$ cat src/sv/mwr_pkg.sv
package mwr_pkg;

   localparam int TABLE_SIZE     = 2048;
   localparam int MIP_LEVELS     = 5;
   localparam int WAVE_COUNT     = 8;
   localparam int MIN_LEVEL_SIZE = 128;

   localparam int SAMPLE_W    = 16;
   localparam int SIZE_W      = $clog2(TABLE_SIZE + 1);
   localparam int IDX_W       = $clog2(TABLE_SIZE);
   localparam int STORE_DEPTH = 2 * WAVE_COUNT * MIP_LEVELS * TABLE_SIZE;
   localparam int ADDR_W      = $clog2(STORE_DEPTH);

   localparam int MUL_W  = 34;
   localparam int PROD_W = 2 * MUL_W;

   localparam logic [16:0] FADE_ONE    = 17'd65536;
   localparam logic [16:0] SWAP_READY  = 17'd64226;
   localparam logic [16:0] OLD_IGNORED = 17'd65471;
   localparam int          LEVEL_OFFSET = 51;
   localparam logic [17:0] RATE_FLOOR  = 18'd1000;

   localparam logic [1:0] CMD_WRITE = 2'd0;
   localparam logic [1:0] CMD_SWAP  = 2'd1;
   localparam logic [1:0] CMD_READ  = 2'd2;

   localparam logic [1:0] CSR_SAMPLE_RATE = 2'd0;
   localparam logic [1:0] CSR_MORPH       = 2'd1;
   localparam logic [1:0] CSR_BLEND_STEP  = 2'd2;

   typedef struct packed {
      logic                          we;
      logic [ADDR_W-1:0]             addr;
      logic signed [SAMPLE_W-1:0]    wdata;
   } store_req_type;

   // log2 in Q.8 of a Q.24 value, same truncating-squaring method as the datapath
   function automatic int log2_q8_const(input longint unsigned q);
      int          e;
      int          fr;
      logic [65:0] m;
      e = 0;
      for (int k = 0; k < 63; k++) begin
         if ((q >> (k + 1)) != 0) e = k + 1;
      end
      if (e >= 31) m = 66'(q >> (e - 31));
      else m = 66'(q) << (31 - e);
      fr = 0;
      for (int k = 0; k < 8; k++) begin
         m = (m * m) >> 31;
         fr = fr << 1;
         if (m >= 66'h1_0000_0000) begin
            fr = fr | 1;
            m = m >> 1;
         end
      end
      return (e - 24) * 256 + fr;
   endfunction

   localparam int LMAX_RAW = log2_q8_const((64'(TABLE_SIZE) << 24) / MIN_LEVEL_SIZE);
   localparam int LMAX     = (LMAX_RAW < 0) ? 0 : LMAX_RAW;
   localparam int MAX_LVL  = (MIP_LEVELS - 1) * 256;

endpackage

$ cat src/sv/mwr_mul.sv
module mwr_mul (
   input  logic                                clock,
   input  logic signed [mwr_pkg::MUL_W-1:0]    mul_a,
   input  logic signed [mwr_pkg::MUL_W-1:0]    mul_b,
   output logic signed [mwr_pkg::PROD_W-1:0]   mul_p
);

   logic signed [mwr_pkg::PROD_W-1:0] prod_ff;
   logic signed [mwr_pkg::PROD_W-1:0] prod_in;

   assign prod_in = mul_a * mul_b;

   always_ff @(posedge clock) begin
      prod_ff <= prod_in;
   end

   assign mul_p = prod_ff;

endmodule

$ cat config.mk
export PLATFORM = sky130hd
export DESIGN_NAME = mwr_mul
export DESIGN_NICKNAME = d
export VERILOG_FILES = /design/src/sv/mwr_pkg.sv /design/src/sv/mwr_mul.sv
export SDC_FILE = /design/constraint.sdc
export NUM_CORES = 2
export LEC_CHECK = 0
export BUFFER_PORTS_ARGS = -buffer_cell sky130_fd_sc_hd__buf_2
export CELL_PAD_IN_SITES_DETAIL_PLACEMENT = 2
export CELL_PAD_IN_SITES_GLOBAL_PLACEMENT = 2
export CORE_UTILIZATION = 40
export CTS_CLUSTER_SIZE = 25
export DETAILED_ROUTE_END_ITERATION = 16
export GPL_TIMING_DRIVEN = 0
export PLACE_DENSITY_LB_ADDON = 0.1
export SLEW_MARGIN = 10
export SYNTH_ARGS = -nofsm -noshare
export SYNTH_HDL_FRONTEND = slang
export SYNTH_SLANG_ARGS = --single-unit
$ cat constraint.sdc
create_clock -name clock -period 11.75 [get_ports clock]
set_input_delay 2.35 -clock clock [delete_from_list [all_inputs] [get_ports clock]]
set_output_delay 2.35 -clock clock [all_outputs]
set_load 0.005 [all_outputs]
**Word-level counts from Yosys, hierarchy flattened**

Index checks and enable logic that the tools add are counted.

- Logic and storage cells: 2
- Latch bits: 0
- ROM bits: 0
- Register bits: 68
- Input bits: 69
- Output and inout bits: 68
- Bits in writable memories: 0
- Memories kept: 0

- Magnitude comparators: 0
- Add/subtract/negate cells: 0
- Multiplexer cells: 0
- Bitwise operators: 0
- Reduce and logical (&&, ||, !) cells: 0
- Equality and inequality tests: 0
- Div/mod/pow operators: 0
- Shift-type cells: 0
- Multipliers: 1

Operator list:

| operator | count |
|---|---|
| 34-bit by 34-bit multiplier with 68-bit output | 1 |

**Longest topological paths before layout**

- Depth in word-level cells: 1
- Depth in mapped cells: 31
- Depth with buffers taken out: 29

**Worst setup path before layout**

OpenSTA, ideal clock, no wires.

- Kind: input -> register
- Start: in mul_a[33] (netlist name)
- End: reg prod_ff, in the netlist mul_p[61]
- Slack: 2.018 ns
- Data arrival time: 9.660 ns
- Stages on the path: 23
- Library setup time: 0.072 ns
- Buffers on the path: 2
- Required time: 11.678 ns
- Path through: clkbuf_1 > nand2_1 > inv_1 > fa_1 > fa_1 > fa_1 > fa_1 > fa_1 > fa_1 > fa_1 > fa_1 > ha_1 > clkbuf_1 > a21oi_1 > o21bai_1 > a21oi_1 > o21ai_0 > and2_1 > o41a_1 > o21ba_2 > a21o_1 > a21oi_2 > xnor2_1

- Longest elaborated chain between the ends: 1

RTL lines:

| item | RTL line | text |
|---|---|---|
| from (decl) | mwr_mul.sv:3 | `input logic signed [mwr_pkg::MUL_W-1:0] mul_a,` |
| 34-bit by 34-bit multiplier with 68-bit output | mwr_mul.sv:11 | `assign prod_in = mul_a * mul_b;` |
| via prod_in (one bit) | mwr_mul.sv:9 | `logic signed [mwr_pkg::PROD_W-1:0] prod_in;` |
| to (signal assigned) | mwr_mul.sv:14 | `prod_ff <= prod_in;` |
| to (decl) | mwr_mul.sv:8 | `logic signed [mwr_pkg::PROD_W-1:0] prod_ff;` |

The timed path passes the listed nets, and every way through them passes these cells.

**Worst setup path in the final report**

- Start: in mul_b[25] (netlist name)
- End: reg prod_ff, in the netlist mul_p[66]

- Longest elaborated chain between the ends: 1

RTL lines:

| item | RTL line | text |
|---|---|---|
| from (decl) | mwr_mul.sv:4 | `input logic signed [mwr_pkg::MUL_W-1:0] mul_b,` |
| 34-bit by 34-bit multiplier with 68-bit output | mwr_mul.sv:11 |  |
| via prod_in (one bit) | mwr_mul.sv:9 |  |

The timed path passes the listed nets, and every way through them passes these cells.

==> results_dict.tcl <==
set metrics [dict create \
    routed_via_density 5.31 \
    num_rows 120 \
    grt_pass1_vias 38500 \
    fin_crit_ns 11.63 \
    cts_tree "done" \
    synthFlopType "dfxtp_1" \
    crit_fanout 10 \
    synth_area_leaders "fa_1 (58%), inv_1 (11%), and2_1 (9.1%)" \
    critPathKind "input port to flop" \
    nNetsFinal 6233 \
    ctsHoldBuffers 0 \
    synthAdderAreaFrac_pct 63.5 \
    ios 137 \
    wl_um 184000 \
    run_status "complete, but fails checks" \
    wl_per_cell_um 30.0 \
    drt-pass1-iter-count 11 \
    critPathRequiredTime_ns 12.02 \
    cts_buffer_depth 2 \
    antenna_found_initial 29 \
    ys_seq_elements 68 \
    slew_violations 0 \
    grt_max_degree 18 \
    num_vias 32600 \
    die_h_um 331 \
    synth_top_family_by_area "adder cells" \
    maxCapViolCount 0 \
    grt_pass1_wl_um 268000 \
    drive_above_1_share_pct 4.34 \
    yosys.area_share.simple_pct 15.5 \
    clock_sinks 68 \
    end_kind "flop" \
    syn_to_final_growth_pct 6.43 \
    fmax_ghz 0.0860 \
    synth-edff-count 0 \
    critical_path_arrival_ns 11.89 \
    start_kind "input port" \
    fin_crit_sh_pct 99.0 \
    cpMostUsedCell "fa_1" \
    die_area_um2 109000 \
    io_buffer_count 130 \
    h-tree-depth 3 \
    rsz0062_at_grt "yes" \
    largest_reg_flops 68 \
    syn_nets 6092 \
    synth-xor-area-share_pct 1.56 \
    synth_warnings 0 \
    grt_usage_pct 35.1 \
    root_buffer "clkbuf_16" \
    async_flop_share_pct 0 \
    cpPeakStageDelay_ns 0.77 \
    finalSetupViolCount 0 \
    start_util_pct 40.3 \
    grt_overflow 0 \
    finalHoldViolations 0 \
    numCtsBuffers 9 \
    post-dp-hpwl_um 161000 \
    final_area_um2 45900 \
    layout_common_cells "fa_1 (1239), inv_1 (1234), and2_1 (625)" \
    tightest_slew_ns 1.33 \
    place_area_um2 45600 \
    synth.distinct_cells 73 \
    yosysTopAreaCell "fa_1" \
    violations "DRC" \
    gp_congestion 1.01 \
    synth_area_um2 43200 \
    avgSynthCellArea_um2 9.43 \
    slew_headroom_pct 11.3 \
    clkSlewWorstSetupHoldPaths_ns 0.07 \
    drtIter0Drc 1665 \
    yosys.area.top_type_share_pct 57.6 \
    worst_path_max_delay_cell "clkbuf_1" \
    final_common_cell "fa_1" \
    synth_mux_area_share_pct 0 \
    synth_cells 4578 \
    drtAntennaViolNets 0 \
    min-delay-path-class "input port to flop" \
    seq_area_frac_synth_pct 3.15 \
    die_width_um 331 \
    design.core.area_um2 107000 \
    drcViolationCount 2 \
    synth-compound-area-share_pct 3.41 \
]
what timing repair did:
action / 4_1_cts / 5_1_grt
gates resized for setup: 3 / 24
cloned: 0 / 0
pin swaps: 0 / 1
endpoints found under the setup margin: 4 / 6
buffers inserted: 0 / 2
routing by layer:
layer / vias up / global-route usage (%) / wire [um]
met4: 12 / 21.5 / 13400
met3: 398 / 3.70 / 8060
li1: 13200 / - / -
met5: - / 0 / 81
met1: 18000 / 41.5 / 68900
met2: 950 / 61.4 / 93300
kinds of logic after synthesis:
kind of cell | Yosys count
AOI/OAI and AO/OA | 211
xor gates and xnor gates | 77
adders and majority gates | 1445
buffers and inverters | 1467
DFF | 68
and+or+nand+nor | 1310
cell type report:
cell class / count / area (um^2)
Buffer: 227 / 920
Timing Repair Buffer: 134 / 691
Antenna cell: 6 / 15.0
Clock buffer: 11 / 243
Fill cell: 11800 / 61100
Multi-Input combinational cell: 3043 / 36300
Inverter: 1236 / 4640
Sequential cell: 68 / 1360
Tap cell: 1403 / 1760
Clock inverter: 5 / 60.1
metrics by stage:
stage | worst slack (ns) | std cells | hold slack, ns | utilization, % | TNS (ns)
global route | -0.00826 | 6129 | 2.50 | 42.9 | -0.00826
floorplan | 2.02 | 4578 | 2.48 | - | 0
finish | 0.122 | 6133 | 2.49 | 42.9 | 0
detailed placement | -0.674 | 6113 | 2.73 | 42.6 | -3.86
CTS | 0.0524 | 6129 | 2.47 | 42.9 | 0
global placement | -0.935 | 6111 | 2.73 | 42.6 | -8.20
Yosys cell counts, drive strengths merged, types with 2 or more instances:
library cell and number:
a41oi 2, o2111ai 2, o31ai 2, inv 1235, nor4b 2, and2 625
a211o 3, a221oi 4, a22oi 2, nor3 10, o211ai 8, nor2b 8
a211oi 8, dfxtp 68, ha 204, a31oi 7, and4 2, a31o 2
fa 1241, nand2b 14, nor4 4, nand3 8, o21ai 38, nor2 55
o221ai 2, xor2 20, o21a 6, a311oi 3, buf 14, o21bai 13
a2111oi 4, nand4 14, clkbuf 217, xnor2 57, nand2 550, nor3b 2
o311ai 2, and3 10, or3 3, a21o 37, a21oi 59
worst max-delay path, delay by kind of cell:
family | cells | cell delay, ns
and+or+nand+nor | 5 | 1.13
adders and majority gates | 9 | 4.50
buffers and inverters | 8 | 1.89
AOI/OAI and AO/OA | 6 | 2.00
worst paths after layout:
check / from / endpoint / cells after the start
hold / removal: mul_a[1] / mul_p[1] / 3
setup / recovery: mul_b[25] / mul_p[66] / 28
Power is not shown: default switching activity piles up to over one toggle a cycle in this logic, so the estimate is an artifact.
